### config.mk
export PLATFORM = sky130hd
export DESIGN_NAME = deq_ctrl
export DESIGN_NICKNAME = d
export VERILOG_FILES = /design/src/rtl/deq_pkg.sv /design/src/rtl/deq_ctrl.sv
export VERILOG_INCLUDE_DIRS = /design/src /design/src/rtl
export SDC_FILE = /design/constraint.sdc
export NUM_CORES = 1
export LEC_CHECK = 0
export BUFFER_PORTS_ARGS = -buffer_cell sky130_fd_sc_hd__buf_2
export CELL_PAD_IN_SITES_DETAIL_PLACEMENT = 0
export CELL_PAD_IN_SITES_GLOBAL_PLACEMENT = 1
export CORE_UTILIZATION = 33
export CTS_CLUSTER_DIAMETER = 40
export DETAILED_ROUTE_END_ITERATION = 8
export PLACE_DENSITY_LB_ADDON = 0.1
export SLEW_MARGIN = 20
export SYNTH_ARGS = -nofsm -noshare
export SYNTH_HDL_FRONTEND = slang
export SYNTH_SLANG_ARGS = --single-unit
### constraint.sdc
create_clock -name clk -period 6.4 [get_ports clk]
set_input_delay 0.64 -clock clk [delete_from_list [all_inputs] [get_ports clk]]
set_output_delay 0.64 -clock clk [all_outputs]
set_load 0.01 [all_outputs]
### src/rtl/assert_macros.svh
// Assertion macros used by the double-ended queue control.
// Depends on nothing; included by modules that carry concurrent checks.
`ifndef ASSERT_MACROS_SVH
`define ASSERT_MACROS_SVH

// Plain property that must hold at every clock edge outside reset.
`define DEQ_ASSERT(lbl, clk, rst_n, prop, msg) \
	lbl: assert property (@(posedge clk) disable iff (!rst_n) (prop)) else $error(msg);

// Implication: the consequent holds in the cycle after the antecedent.
`define DEQ_ASSERT_NEXT(lbl, clk, rst_n, ante, cons, msg) \
	lbl: assert property (@(posedge clk) disable iff (!rst_n) (ante) |=> (cons)) else $error(msg);

`endif

### src/rtl/deq_pkg.sv
// Package for the double-ended queue: operation codes, word width and default depth.
// Depends on nothing; imported by every module of the block.
package deq_pkg;

	localparam int unsigned WORD_W    = 32;
	localparam int unsigned OP_W      = 3;
	localparam int unsigned DEPTH_DEF = 1024;

	// Word returned when nothing is popped or peeked.
	localparam logic [WORD_W-1:0] NONE_WORD = '1;

	typedef enum logic [OP_W-1:0] {
		OP_PUSH_FRONT = 3'd0,
		OP_PUSH_BACK  = 3'd1,
		OP_POP_FRONT  = 3'd2,
		OP_POP_BACK   = 3'd3,
		OP_PEEK_FRONT = 3'd4,
		OP_PEEK_BACK  = 3'd5,
		OP_QUERY      = 3'd6
	} op_t;

endpackage

### src/rtl/deq_ctrl.sv
// Ring buffer control: front pointer, occupancy and the memory request for each command.
// Depends on deq_pkg and assert_macros.svh.
`include "assert_macros.svh"

module deq_ctrl #(
	parameter int unsigned DEPTH = deq_pkg::DEPTH_DEF
) (
	input  logic                              clk,
	input  logic                              arst_n,
	input  logic                              accept,
	input  logic [deq_pkg::OP_W-1:0]          op,
	input  logic [deq_pkg::WORD_W-1:0]        value,
	output logic                              mem_we,
	output logic                              mem_re,
	output logic [$clog2(DEPTH)-1:0]          mem_addr,
	output logic [deq_pkg::WORD_W-1:0]        mem_wdata,
	output logic [$clog2(DEPTH+1)-1:0]        count_nx,
	output logic                              refused
);
	import deq_pkg::*;

	localparam int unsigned IW = $clog2(DEPTH);
	localparam int unsigned CW = $clog2(DEPTH + 1);
	localparam int unsigned SW = IW + 1;
	localparam logic [IW-1:0] LAST_IDX = IW'(DEPTH - 1);
	localparam logic [SW-1:0] DEPTH_S  = SW'(DEPTH);
	localparam logic [CW-1:0] DEPTH_C  = CW'(DEPTH);

	logic [IW-1:0] front_q;
	logic [CW-1:0] occ_q;
	logic [IW-1:0] front_nx;
	logic [IW-1:0] front_dec;
	logic [IW-1:0] front_inc;
	logic [IW-1:0] tail_idx;
	logic [IW-1:0] last_idx;
	logic [SW-1:0] tail_sum;
	logic [SW-1:0] last_sum;
	logic          full;
	logic          empty;

	// Fold a sum below twice the depth back into the ring.
	function automatic logic [IW-1:0] wrap(input logic [SW-1:0] x);
		logic [SW-1:0] y;
		y = (x >= DEPTH_S) ? (x - DEPTH_S) : x;
		return y[IW-1:0];
	endfunction

	// Slot arithmetic around the current front.
	assign full      = (occ_q == DEPTH_C);
	assign empty     = (occ_q == '0);
	assign front_dec = (front_q == '0) ? LAST_IDX : (front_q - IW'(1));
	assign front_inc = (front_q == LAST_IDX) ? '0 : (front_q + IW'(1));
	assign tail_sum  = SW'(front_q) + SW'(occ_q);
	assign last_sum  = tail_sum - SW'(1);
	assign tail_idx  = wrap(tail_sum);
	assign last_idx  = wrap(last_sum);
	assign mem_wdata = value;

	// Decode the command into at most one memory access and the next pointer state.
	always_comb begin
		mem_we   = 1'b0;
		mem_re   = 1'b0;
		mem_addr = front_q;
		front_nx = front_q;
		count_nx = occ_q;
		refused  = 1'b0;
		case (op)
			OP_PUSH_FRONT: begin
				if (full) begin
					refused = 1'b1;
				end else begin
					mem_we   = 1'b1;
					mem_addr = front_dec;
					front_nx = front_dec;
					count_nx = occ_q + CW'(1);
				end
			end
			OP_PUSH_BACK: begin
				if (full) begin
					refused = 1'b1;
				end else begin
					mem_we   = 1'b1;
					mem_addr = tail_idx;
					count_nx = occ_q + CW'(1);
				end
			end
			OP_POP_FRONT: begin
				if (!empty) begin
					mem_re   = 1'b1;
					mem_addr = front_q;
					front_nx = front_inc;
					count_nx = occ_q - CW'(1);
				end
			end
			OP_POP_BACK: begin
				if (!empty) begin
					mem_re   = 1'b1;
					mem_addr = last_idx;
					count_nx = occ_q - CW'(1);
				end
			end
			OP_PEEK_FRONT: begin
				mem_re   = !empty;
				mem_addr = front_q;
			end
			OP_PEEK_BACK: begin
				mem_re   = !empty;
				mem_addr = last_idx;
			end
			default: begin
			end
		endcase
		if (!accept) begin
			mem_we   = 1'b0;
			mem_re   = 1'b0;
			front_nx = front_q;
			count_nx = occ_q;
		end
	end

	// Pointer state.
	always_ff @(posedge clk or negedge arst_n) begin
		if (!arst_n) begin
			front_q <= '0;
			occ_q   <= '0;
		end else begin
			front_q <= front_nx;
			occ_q   <= count_nx;
		end
	end

	`DEQ_ASSERT(a_occ_bound, clk, arst_n, occ_q <= DEPTH_C, "occupancy beyond depth")
	`DEQ_ASSERT(a_front_bound, clk, arst_n, SW'(front_q) < DEPTH_S, "front index outside ring")
	`DEQ_ASSERT_NEXT(a_pop_dec, clk, arst_n,
		accept && !empty && (op == OP_POP_FRONT || op == OP_POP_BACK),
		occ_q == $past(occ_q) - CW'(1), "pop did not lower occupancy")
	`DEQ_ASSERT(a_refuse_full, clk, arst_n, !refused || full, "push refused while not full")

endmodule

# After elaboration in Yosys (flattened, before gate mapping)
# Index checks and enable logic that the tools add are counted.
# classes
addsub	8
magnitude_cmp	2
eq_ne	8
muxes	22
n_reduce_logical	9
# op_table
op	count
$mux 10	8
$pmux 10 s4	1
$mux 11	3
$sub 10x1->10 const B	3
$ge 11x11->1 const B	2
$pmux 11 s2	1
$sub 11x1->11 const B	2
$pmux 10 s2	1
$add 10x11->11	1
$add 11x1->11 const B	1
$eq 11x11->1 const B	1
$logic_not 11->1	1
$add 10x1->10 const B	1
$eq 10x10->1 const B	1
$logic_not 10->1	1
$mux 1	7
$eq 3x2->1 const B	2
$eq 3x3->1 const B	2
$reduce_or 2->1	3
$eq 3x1->1 const B	1
$logic_not 3->1	1
$reduce_and 3->1	1
$ne 2x2->1 const B	1
$pmux 1 s2	1
other kinds (2)	2
# word_totals
ff_bits	21
output_inout_bits	56

# Logic depth before layout (Yosys ltp)
# Gate-level depths: netlist of run 1.
# depth
word_depth	6
depth_mapped	11
depth_no_buf	9

# Worst setup path before layout of run 1
# Ideal clock, no wire load.
# synth_path
path_type	reg2out
startpoint	register front_q[0]
endpoint	output port mem_addr[8]
t_arrival_ps	2645
required_ps	5760
setup_slack_ps	3115
path_stages_with_launch	9
n_path_buf	0
path_cell_list	dfrtp_1 > ha_1 > fa_1 > a31o_2 > xor2_1 > nor4_1 > nand2_1 > or4_1 > o211ai_1
# synth_between
elab_chain_cells	6
elab_cells_between_ends	15
cone_classes	add/sub (5); order compare (2); mux (7); reduce/logical (1)
# synth_lines
item	line	text
start: declaration	deq_ctrl.sv:29	logic [IW-1:0] front_q;
start signal: assignment	deq_ctrl.sv:127	front_q <= front_nx;
$add 10x11->11	deq_ctrl.sv:53	assign tail_sum = SW'(front_q) + SW'(occ_q);
$sub 11x1->11	deq_ctrl.sv:54	assign last_sum = tail_sum - SW'(1);
$sub 10x1->10 / $ge 11x11->1 (equally long branches)	deq_ctrl.sv:44	y = (x >= DEPTH_S) ? (x - DEPTH_S) : x;
$mux 10	deq_ctrl.sv:44	
$mux 10	deq_ctrl.sv:96	if (!empty) begin
$pmux 10 s4 *	deq_ctrl.sv:67	case (op)
end: declaration	deq_ctrl.sv:15	output logic [$clog2(DEPTH)-1:0] mem_addr,
# Mark *: on every way between the ends. The rest lies on a longest branch, timed or not.

# Worst setup path in the final report of run 1
# layout_path
startpoint	register occ_q[1]
endpoint	output port mem_addr[9]
# layout_between
elab_chain_cells	6
elab_cells_between_ends	14
cone_classes	add/sub (4); order compare (2); eq/ne (1); mux (6); reduce/logical (1)
# layout_lines
item	line	text
start: declaration	deq_ctrl.sv:30	logic [CW-1:0] occ_q;
start signal: assignment	deq_ctrl.sv:128	occ_q <= count_nx;
$add 10x11->11	deq_ctrl.sv:53	
$sub 11x1->11	deq_ctrl.sv:54	
$sub 10x1->10 / $ge 11x11->1 (equally long branches)	deq_ctrl.sv:44	
$mux 10	deq_ctrl.sv:44	
$mux 10	deq_ctrl.sv:96	
$pmux 10 s4 *	deq_ctrl.sv:67	
# Marked as above.

==> results of run 1 <==
[routing by layer]
metal / wire [microns] / part of all wire / up-vias / GRT usage
met5: 0 / 0 / - / 0
met2: 4260 / 0.44 / 102 / 0.332
li1: - / - / 1437 / -
met4: 48 / 0.0050 / 0 / 0.0517
met3: 501 / 0.052 / 6 / 0.0166
met1: 4800 / 0.50 / 1349 / 0.301
[Yosys cell counts, drive strengths merged (3+ instances only)]
cell	count
o221ai	3
o31ai	5
and2	4
xor2	13
a22o	3
a32oi	4
or3	7
nand2b	7
xnor2	11
nor2	39
nand2	31
buf	38
a211oi	3
nor3	14
o311ai	3
nor2b	7
clkbuf	15
a21oi	31
and3	5
a21o	3
nand3	12
o22ai	10
inv	13
dfrtp	21
o21ai	38
o211ai	5
o32ai	3
or4	5
nand4	4
ha	14
nor4	6
[cell type report]
type | instances | area, sq um
Fill cell | 939 | 5730
Tap cell | 108 | 135
Multi-Input combinational cell | 321 | 2070
Sequential cell | 21 | 526
Inverter | 13 | 48.8
Timing Repair Buffer | 31 | 160
Clock buffer | 4 | 45.0
[state kept, by name, summed over array words and instances (netlist names)]
register and count:
occ_q 11, front_q 10
[power groups by stage]
stage	clock [mW]	combinational [mW]	sequential, mW
global placement	0	1.03	0.334
CTS	0.103	1.03	0.330
finish	0.0976	1.04	0.332
floorplan	0	0.827	0.250
detailed placement	0	1.03	0.333
global route	0.106	1.15	0.345
[kinds of logic (layout without fill, tap and decap cells)]
group,Yosys count,count (layout),share of synthesized area
compound gates,129,129,0.283
xor+xnor,24,24,0.0707
fa+ha+maj,15,15,0.0657
buf+inv,66,48,0.128
flops,21,21,0.177
mux,3,3,0.0105
simple gates,150,150,0.265
[stage by stage]
stage | instances | worst slack [ns] | cell area (sq um) | utilization
floorplan | 408 | 3.11 | 2970 | -
global placement | 494 | 2.68 | 2940 | 0.337
detailed placement | 494 | 2.63 | 2940 | 0.337
CTS | 498 | 2.30 | 2990 | 0.342
global route | 498 | 2.09 | 2990 | 0.342
finish | 498 | 2.25 | 2990 | 0.342
[critical path: stages (launching register included)]
cell and delay [ns]:
sky130_fd_sc_hd__dfrtp_1 0.49, sky130_fd_sc_hd__inv_1 0.09, sky130_fd_sc_hd__ha_1 0.15, sky130_fd_sc_hd__or3b_1 0.50
sky130_fd_sc_hd__nor4_4 0.36, sky130_fd_sc_hd__nor2b_1 0.72, sky130_fd_sc_hd__o21ai_0 0.29, sky130_fd_sc_hd__a21oi_1 0.35
sky130_fd_sc_hd__a221o_1 0.16, sky130_fd_sc_hd__buf_2 0.12
[worst paths after layout]
kind | depth (start not counted) | end | slack, ns
min in group clk | 1 | occ_q[2] | 0.63
worst min-delay path | 1 | occ_q[6] | 0.36
worst max-delay path | 9 | mem_addr[9] | 2.25
worst min register to register | 1 | occ_q[2] | 0.63
max in group asynchronous | 1 | occ_q[0] | 5.65
worst max register to register | 10 | front_q[4] | 3.28
[cells in the final DEF, fill, tap and decap left out, types with 4 or more instances in the layout]
master                     instances
sky130_fd_sc_hd__a21oi_1          31
sky130_fd_sc_hd__and2_1            4
sky130_fd_sc_hd__and3_1            5
sky130_fd_sc_hd__buf_2            29
sky130_fd_sc_hd__dfrtp_1          21
sky130_fd_sc_hd__ha_1             14
sky130_fd_sc_hd__inv_1            12
sky130_fd_sc_hd__nand2_1          31
sky130_fd_sc_hd__nand2b_1          6
sky130_fd_sc_hd__nand3_1          12
sky130_fd_sc_hd__nand4_1           4
sky130_fd_sc_hd__nor2_1           39
sky130_fd_sc_hd__nor2b_1           7
sky130_fd_sc_hd__nor3_1           13
sky130_fd_sc_hd__nor4_1            5
sky130_fd_sc_hd__o211ai_1          5
sky130_fd_sc_hd__o21ai_0          35
sky130_fd_sc_hd__o22ai_1          10
sky130_fd_sc_hd__or3_1             6
sky130_fd_sc_hd__or4_1             4
sky130_fd_sc_hd__xnor2_1          11
sky130_fd_sc_hd__xor2_1           13
==> flow_summary.html, run 1 <==
<table>
<tr><th>Metric</th><th>Value</th></tr>
<tr><th colspan="2">STA</th></tr>
<tr><td>Final TNS setup</td><td>0 ns</td></tr>
<tr><td>Fin crit period</td><td>just over 4 ns</td></tr>
<tr><td>Max-slew violation count</td><td>0</td></tr>
<tr><td>Portion of the clock cycle consumed by the worst path in the final layout</td><td>0.649</td></tr>
<tr><td>FMAX</td><td>0.241 GHz</td></tr>
<tr><td>Slew HR</td><td>0.354</td></tr>
<tr><td>Worst hold slack across all endpoints</td><td>0.361 ns</td></tr>
<tr><td>RSZ-0062 raised after global routing</td><td>false</td></tr>
<tr><td>Hold Violations, Final</td><td>0</td></tr>
<tr><td>Setup Viol. Count Final</td><td>0</td></tr>
<tr><td>Clock skew</td><td>0.00500 ns</td></tr>
<tr><td>Slew @ Worst Pin</td><td>0.966 ns</td></tr>
<tr><th colspan="2">Yosys</th></tr>
<tr><td>Cell taking the most area after synthesis</td><td>sky130_fd_sc_hd__dfrtp_1</td></tr>
<tr><td>Net count of the mapped netlist</td><td>approximately 460</td></tr>
<tr><td>Cell types with the largest area share after synthesis</td><td>sky130_fd_sc_hd__dfrtp_1, sky130_fd_sc_hd__buf_4, sky130_fd_sc_hd__ha_1</td></tr>
<tr><td>Number of synthesis warnings</td><td>0</td></tr>
<tr><td>Post-Syn Area</td><td>2970 sq um</td></tr>
<tr><td>Avg Inst Size Synth</td><td>7.29 sq um</td></tr>
<tr><td>Share of the synthesized area in the top cell type</td><td>0.177</td></tr>
<tr><td>Predominant post-synthesis flop cell</td><td>sky130_fd_sc_hd__dfrtp_1</td></tr>
<tr><td>Number of cells produced by synthesis</td><td>~410</td></tr>
<tr><td>Number of enable-type register cells in the synthesized netlist</td><td>0</td></tr>
<tr><td>Flip-flop and latch count after synthesis</td><td>21</td></tr>
<tr><td>Register area share after synthesis</td><td>0.177</td></tr>
<tr><td>Number of distinct library cells after synthesis</td><td>67</td></tr>
<tr><td>Async set-reset flop share out of synthesis</td><td>1.00</td></tr>
<tr><th colspan="2">Placement</th></tr>
<tr><td>Input/output buffers</td><td>29</td></tr>
<tr><td>Final weighted congestion of routability-driven global placement</td><td>about 0.87</td></tr>
<tr><td>Final HPWL DP</td><td>~7300 microns</td></tr>
<tr><th colspan="2">Worst setup path</th></tr>
<tr><td>Arrival time at the worst endpoint</td><td>between 3 and 4 ns</td></tr>
<tr><td>Crit end category</td><td>output pin</td></tr>
<tr><td>R2r startpoint</td><td>occ_q[1]</td></tr>
<tr><td>WP data required</td><td>about 5.8 ns</td></tr>
<tr><td>CP startpoint kind</td><td>register</td></tr>
<tr><td>Largest fanout on the critical path</td><td>11</td></tr>
<tr><td>Critical path class</td><td>register to output pin</td></tr>
<tr><td>Start point of the critical path</td><td>occ_q[1]</td></tr>
<tr><th colspan="2">Detailed routing</th></tr>
<tr><td>Number of search-and-repair iterations in the first detailed-routing pass</td><td>4</td></tr>
<tr><td>Number of DRC violations after detailed-routing iteration 0</td><td>~270</td></tr>
<tr><td>Total DRC errors in the routed layout</td><td>0</td></tr>
<tr><td>Routed WL per cell</td><td>19.3 microns</td></tr>
<tr><td>Total detailed-routing wirelength</td><td>about 9600 microns</td></tr>
<tr><td>Post-route ant nets</td><td>0</td></tr>
<tr><td>Post-DR vias/cell</td><td>roughly 5.8</td></tr>
<tr><td>Total vias in the final route</td><td>approximately 2.9k</td></tr>
<tr><th colspan="2">Cells and area</th></tr>
<tr><td>Layout cell share with drive strength beyond 1</td><td>0.126</td></tr>
<tr><td>Net total in the final layout</td><td>roughly 440</td></tr>
<tr><td>Number of antenna repair diodes</td><td>0</td></tr>
<tr><td>Growth of design area from synthesis to finish</td><td>0.463%</td></tr>
<tr><th colspan="2">Pwr</th></tr>
<tr><td>Cell-internal power</td><td>645 uW</td></tr>
<tr><td>Overall power after layout</td><td>between 1 and 1.5 mW</td></tr>
<tr><td>Part of the power in registers</td><td>0.226</td></tr>
<tr><td>Switching power</td><td>~820 uW</td></tr>
<tr><td>Max VDD drop</td><td>between 0.0001 and 0.00015 V</td></tr>
<tr><td>Leakage power</td><td>around 1.2 nW</td></tr>
<tr><td>Clock power frac</td><td>0.067</td></tr>
<tr><td>Combinational share of power</td><td>0.707</td></tr>
<tr><td>Switching part of the total power</td><td>0.560</td></tr>
<tr><td>Total power per unit cell area</td><td>between 400 and 500 nW/um^2</td></tr>
<tr><th colspan="2">Job</th></tr>
<tr><td>Max-capacitance violation count</td><td>0</td></tr>
<tr><th colspan="2">Global route</th></tr>
<tr><td>Number of antenna violations at the first check in global routing</td><td>0</td></tr>
<tr><td>Wire length of the first global-routing pass</td><td>about 16000 microns</td></tr>
<tr><td>Overflow left after global routing</td><td>0</td></tr>
<tr><td>Maximum number of pins on one net before global-route repair</td><td>31</td></tr>
<tr><td>Number of global-route vias before repair</td><td>~2.8k</td></tr>
<tr><td>Overall routing resource usage</td><td>0.208</td></tr>
<tr><th colspan="2">Clock tree</th></tr>
<tr><td>PostCTS Resize Cnt</td><td>0</td></tr>
<tr><td>Post-CTS setup buffer count</td><td>0</td></tr>
<tr><td>Post-cts hold buffer count</td><td>0</td></tr>
<tr><td>Clock transition time at the flip-flop clock pins of the worst setup and hold paths</td><td>0.09 ns</td></tr>
<tr><td>Number of levels the H-tree was split into</td><td>1</td></tr>
<tr><td>Library cell used as clock root buffer</td><td>sky130_fd_sc_hd__clkbuf_8</td></tr>
<tr><td>Latest clock arrival within the worst-skew pair</td><td>between 0.2 and 0.3 ns</td></tr>
<tr><td>Number of buffers added by the clock tree synthesis step</td><td>3</td></tr>
<tr><td>Maximum count of clock buffers along a single path</td><td>2</td></tr>
<tr><td>TritonCTS clock tree</td><td>yes</td></tr>
<tr><td>Clock Sink Count</td><td>21</td></tr>
<tr><th colspan="2">Hold path</th></tr>
<tr><td>Worst hold path type</td><td>primary input to asynchronous set/reset pin</td></tr>
<tr><th colspan="2">Floorplanning</th></tr>
<tr><td>Number of placement rows</td><td>34</td></tr>
<tr><td>Area of the placeable core</td><td>8720 sq um</td></tr>
<tr><td>Initial cell density of the core</td><td>0.341</td></tr>
<tr><td>Die outline height</td><td>between 90 and 100 microns</td></tr>
<tr><td>Die width</td><td>roughly 97 microns</td></tr>
<tr><td>Floorplan die area</td><td>between 9000 and 10000 sq um</td></tr>
<tr><td>Number of placed I/O pins</td><td>between 90 and 100</td></tr>
<tr><th colspan="2">Run status</th></tr>
<tr><td>Run status</td><td>complete, no violations</td></tr>
</table>
Power figures use the tool's default switching activity.
==> inputs of run 2 (changes only) <==
- clock period: 6.4 -> 3.66 ns (I/O delays scaled with it)
==> flow_summary.html, run 2 (synthesis results as in run 1) <==
<table>
<tr><th>Metric</th><th>Value</th></tr>
<tr><th colspan="2">Pwr</th></tr>
<tr><td>Leakage power</td><td>1.26 nW (was 1.19 nW)</td></tr>
<tr><td>Overall power after layout</td><td>2.70 mW (was 1.47 mW)</td></tr>
<tr><td>Max VDD drop</td><td>0.000247 V (was 0.000131 V)</td></tr>
<tr><td>Total power per unit cell area</td><td>863 nW/um^2 (was 491 nW/um^2)</td></tr>
<tr><th colspan="2">Run status</th></tr>
<tr><td>Run status</td><td>complete, no violations (unchanged)</td></tr>
<tr><th colspan="2">Global route</th></tr>
<tr><td>Maximum number of pins on one net before global-route repair</td><td>31 (unchanged)</td></tr>
<tr><td>Number of antenna violations at the first check in global routing</td><td>0 (unchanged)</td></tr>
<tr><td>Overflow left after global routing</td><td>0 (unchanged)</td></tr>
<tr><td>Wire length of the first global-routing pass</td><td>15700 microns (was 15600 microns)</td></tr>
<tr><td>Number of global-route vias before repair</td><td>2812 (was 2767)</td></tr>
<tr><td>Overall routing resource usage</td><td>0.210 (was 0.208)</td></tr>
<tr><th colspan="2">Clock tree</th></tr>
<tr><td>Maximum count of clock buffers along a single path</td><td>2 (unchanged)</td></tr>
<tr><td>TritonCTS clock tree</td><td>yes (unchanged)</td></tr>
<tr><td>Latest clock arrival within the worst-skew pair</td><td>0.28 ns (was 0.27 ns)</td></tr>
<tr><td>Number of levels the H-tree was split into</td><td>1 (unchanged)</td></tr>
<tr><td>Post-cts hold buffer count</td><td>0 (unchanged)</td></tr>
<tr><td>Post-CTS setup buffer count</td><td>0 (unchanged)</td></tr>
<tr><td>Clock transition time at the flip-flop clock pins of the worst setup and hold paths</td><td>0.10 ns (was 0.09 ns)</td></tr>
<tr><td>Clock Sink Count</td><td>21 (unchanged)</td></tr>
<tr><td>Library cell used as clock root buffer</td><td>sky130_fd_sc_hd__clkbuf_8 (unchanged)</td></tr>
<tr><td>Number of buffers added by the clock tree synthesis step</td><td>3 (unchanged)</td></tr>
<tr><th colspan="2">Cells and area</th></tr>
<tr><td>Max FFs per register</td><td>11 (unchanged)</td></tr>
<tr><td>Number of antenna repair diodes</td><td>0 (unchanged)</td></tr>
<tr><td>Sequential cell area</td><td>529 sq um (was 526 sq um)</td></tr>
<tr><td>Leading cell type in the layout, fill and taps excluded</td><td>sky130_fd_sc_hd__nor2_1 (unchanged)</td></tr>
<tr><td>Net total in the final layout</td><td>459 (was 444)</td></tr>
<tr><td>Register ranked first by flip-flop count</td><td>occ_q (unchanged)</td></tr>
<tr><td>Largest registers</td><td>occ_q (11), front_q (10) (unchanged)</td></tr>
<tr><td>Fillcell total</td><td>927 (was 939)</td></tr>
<tr><td>Layout cell share with drive strength beyond 1</td><td>0.178 (was 0.126)</td></tr>
<tr><td>Area taken by multi-input logic gates</td><td>2100 sq um (was 2070 sq um)</td></tr>
<tr><td>Commonest cells after routing, fill and taps aside</td><td>sky130_fd_sc_hd__nor2_1, sky130_fd_sc_hd__o21ai_0, sky130_fd_sc_hd__a21oi_1, sky130_fd_sc_hd__nand2_1, sky130_fd_sc_hd__buf_2 (unchanged)</td></tr>
<tr><td>Growth of design area from synthesis to finish</td><td>5.30% (was 0.463%)</td></tr>
<tr><th colspan="2">Worst setup path</th></tr>
<tr><td>R2r startpoint</td><td>front_q[4] (was occ_q[1])</td></tr>
<tr><td>CP startpoint kind</td><td>register (unchanged)</td></tr>
<tr><td>R2R setup slack</td><td>1.01 ns (was 3.28 ns)</td></tr>
<tr><td>Number of cell instances on the worst register-to-register path</td><td>7 (was 10)</td></tr>
<tr><td>WP data required</td><td>3.29 ns (was 5.76 ns)</td></tr>
<tr><td>Largest fanout on the critical path</td><td>10 (was 11)</td></tr>
<tr><td>Arrival time at the worst endpoint</td><td>3.22 ns (was 3.51 ns)</td></tr>
<tr><td>Critical path class</td><td>register to output pin (unchanged)</td></tr>
<tr><td>Sequence of cells on the critical path</td><td>ha_1, fa_2, a31o_2, xor2_1, or4_1, or3_1, nand3_1, a31oi_2, buf_2 (was inv_1, ha_1, or3b_1, nor4_4, nor2b_1, o21ai_0, a21oi_1, a221o_1, buf_2)</td></tr>
<tr><td>Critical Path Sink</td><td>mem_addr[7] (was mem_addr[9])</td></tr>
<tr><td>Crit end category</td><td>output pin (unchanged)</td></tr>
<tr><td>Start point of the critical path</td><td>front_q[0] (was occ_q[1])</td></tr>
<tr><td>Critical Path Slowest Stage Cell</td><td>sky130_fd_sc_hd__or4_1 (was sky130_fd_sc_hd__nor2b_1)</td></tr>
<tr><td>Largest incremental delay on the critical path</td><td>0.56 ns (was 0.72 ns)</td></tr>
<tr><td>R2R Path End</td><td>front_q[3] (was front_q[4])</td></tr>
<tr><th colspan="2">Detailed routing</th></tr>
<tr><td>Post-route ant nets</td><td>0 (unchanged)</td></tr>
<tr><td>Post-DR vias/cell</td><td>5.82 (was 5.81)</td></tr>
<tr><td>Routed WL per cell</td><td>19.1 microns (was 19.3 microns)</td></tr>
<tr><td>Total DRC errors in the routed layout</td><td>0 (unchanged)</td></tr>
<tr><td>Number of DRC violations after detailed-routing iteration 0</td><td>227 (was 269)</td></tr>
<tr><td>Number of search-and-repair iterations in the first detailed-routing pass</td><td>7 (was 4)</td></tr>
<tr><td>Total detailed-routing wirelength</td><td>9820 microns (was 9610 microns)</td></tr>
<tr><td>Total vias in the final route</td><td>2987 (was 2894)</td></tr>
<tr><th colspan="2">STA</th></tr>
<tr><td>RSZ-0062 raised after global routing</td><td>false (unchanged)</td></tr>
<tr><td>Setup Viol. Count Final</td><td>0 (unchanged)</td></tr>
<tr><td>Clock skew</td><td>0.00705 ns (was 0.00500 ns)</td></tr>
<tr><td>Max-slew violation count</td><td>0 (unchanged)</td></tr>
<tr><td>Slew HR</td><td>0.541 (was 0.354)</td></tr>
<tr><td>Final TNS setup</td><td>0 ns (unchanged)</td></tr>
<tr><td>Slew @ Worst Pin</td><td>0.683 ns (was 0.966 ns)</td></tr>
<tr><td>Worst hold slack across all endpoints</td><td>0.0740 ns (was 0.361 ns)</td></tr>
<tr><td>Final worst-path setup slack</td><td>0.0717 ns (was 2.25 ns)</td></tr>
<tr><td>Portion of the clock cycle consumed by the worst path in the final layout</td><td>0.980</td></tr>
<tr><td>Hold Violations, Final</td><td>0 (unchanged)</td></tr>
<tr><td>Fin crit period</td><td>about 3.6 ns</td></tr>
<tr><td>FMAX</td><td>between 0.2 and 0.3 GHz</td></tr>
<tr><th colspan="2">Floorplanning</th></tr>
<tr><td>Floorplan die area</td><td>9390 sq um (unchanged)</td></tr>
<tr><td>Die width</td><td>96.9 microns (unchanged)</td></tr>
<tr><td>Die outline height</td><td>96.9 microns (unchanged)</td></tr>
<tr><td>Number of placed I/O pins</td><td>94 (unchanged)</td></tr>
<tr><td>Area of the placeable core</td><td>8720 sq um (unchanged)</td></tr>
<tr><td>Number of placement rows</td><td>34 (unchanged)</td></tr>
<tr><td>Initial cell density of the core</td><td>0.341 (unchanged)</td></tr>
<tr><th colspan="2">Placement</th></tr>
<tr><td>Input/output buffers</td><td>29 (unchanged)</td></tr>
<tr><td>Final HPWL DP</td><td>7520 microns (was 7300 microns)</td></tr>
<tr><td>Final weighted congestion of routability-driven global placement</td><td>0.895 (was 0.872)</td></tr>
<tr><td>Pre-CTS setup slack</td><td>0.272 ns (was 2.63 ns)</td></tr>
<tr><th colspan="2">Job</th></tr>
<tr><td>Max-capacitance violation count</td><td>0 (unchanged)</td></tr>
<tr><th colspan="2">Hold path</th></tr>
<tr><td>Worst hold path type</td><td>primary input to asynchronous set/reset pin (unchanged)</td></tr>
</table>
[run 2: cell type report]
type,count,share of cell area
Clock buffer,4,0.0144
Sequential cell,21,0.169
Inverter,13,0.0156
Timing Repair Buffer,46,0.0871
Multi-Input combinational cell,321,0.671
Tap cell,108,0.0432
[run 2: worst min path at each step]
stage	startpoint	endpoint	depth (start not counted)
2_1_floorplan	arst_n	front_q[0]	0
3_3_place_gp	arst_n	occ_q[6]	1
3_5_place_dp	arst_n	occ_q[5]	1
4_1_cts	arst_n	front_q[3]	1
5_1_grt	arst_n	front_q[4]	1
6_report	arst_n	front_q[4]	1
[run 2: report_power, final]
part | switching, mW | total [mW] | leakage (nW) | internal [mW]
clock network | 0.0997 | 0.178 | 0.0228 | 0.0784
logic | 1.20 | 2.00 | 0.977 | 0.800
registers | 0.203 | 0.526 | 0.260 | 0.323
[run 2: what timing repair did]
item	4_1_cts	5_1_grt
endpoints found under the setup margin	2	5
gates resized for setup	3	7
pin swaps	0	2
[run 2: routing by layer]
layer  vias to the layer above  GRT usage  share of wire
met5                         -          0              0
met4                         0     0.0643          0.013
met3                         9     0.0311          0.070
met1                      1411      0.308           0.48
li1                       1465          -              -
met2                       102      0.313           0.44
[run 2: critical path, delay by kind of cell, from the launching register on]
kind | cells | cell delay [ns]
buffers and inverters | 1 | 0.16
AND/OR/NAND/NOR | 3 | 1.02
AO/OA/AOI/OAI | 2 | 0.40
XOR/XNOR | 1 | 0.21
flip-flops | 1 | 0.49
adder cells (fa/ha/maj) | 2 | 0.66
[run 2: per-stage QoR]
step	area, sq um	cells	utilization
floorplan	2970	408	-
global placement	3050	509	0.350
detailed placement	3050	509	0.350
CTS	3110	513	0.357
global route	3130	513	0.359
finish	3130	513	0.359
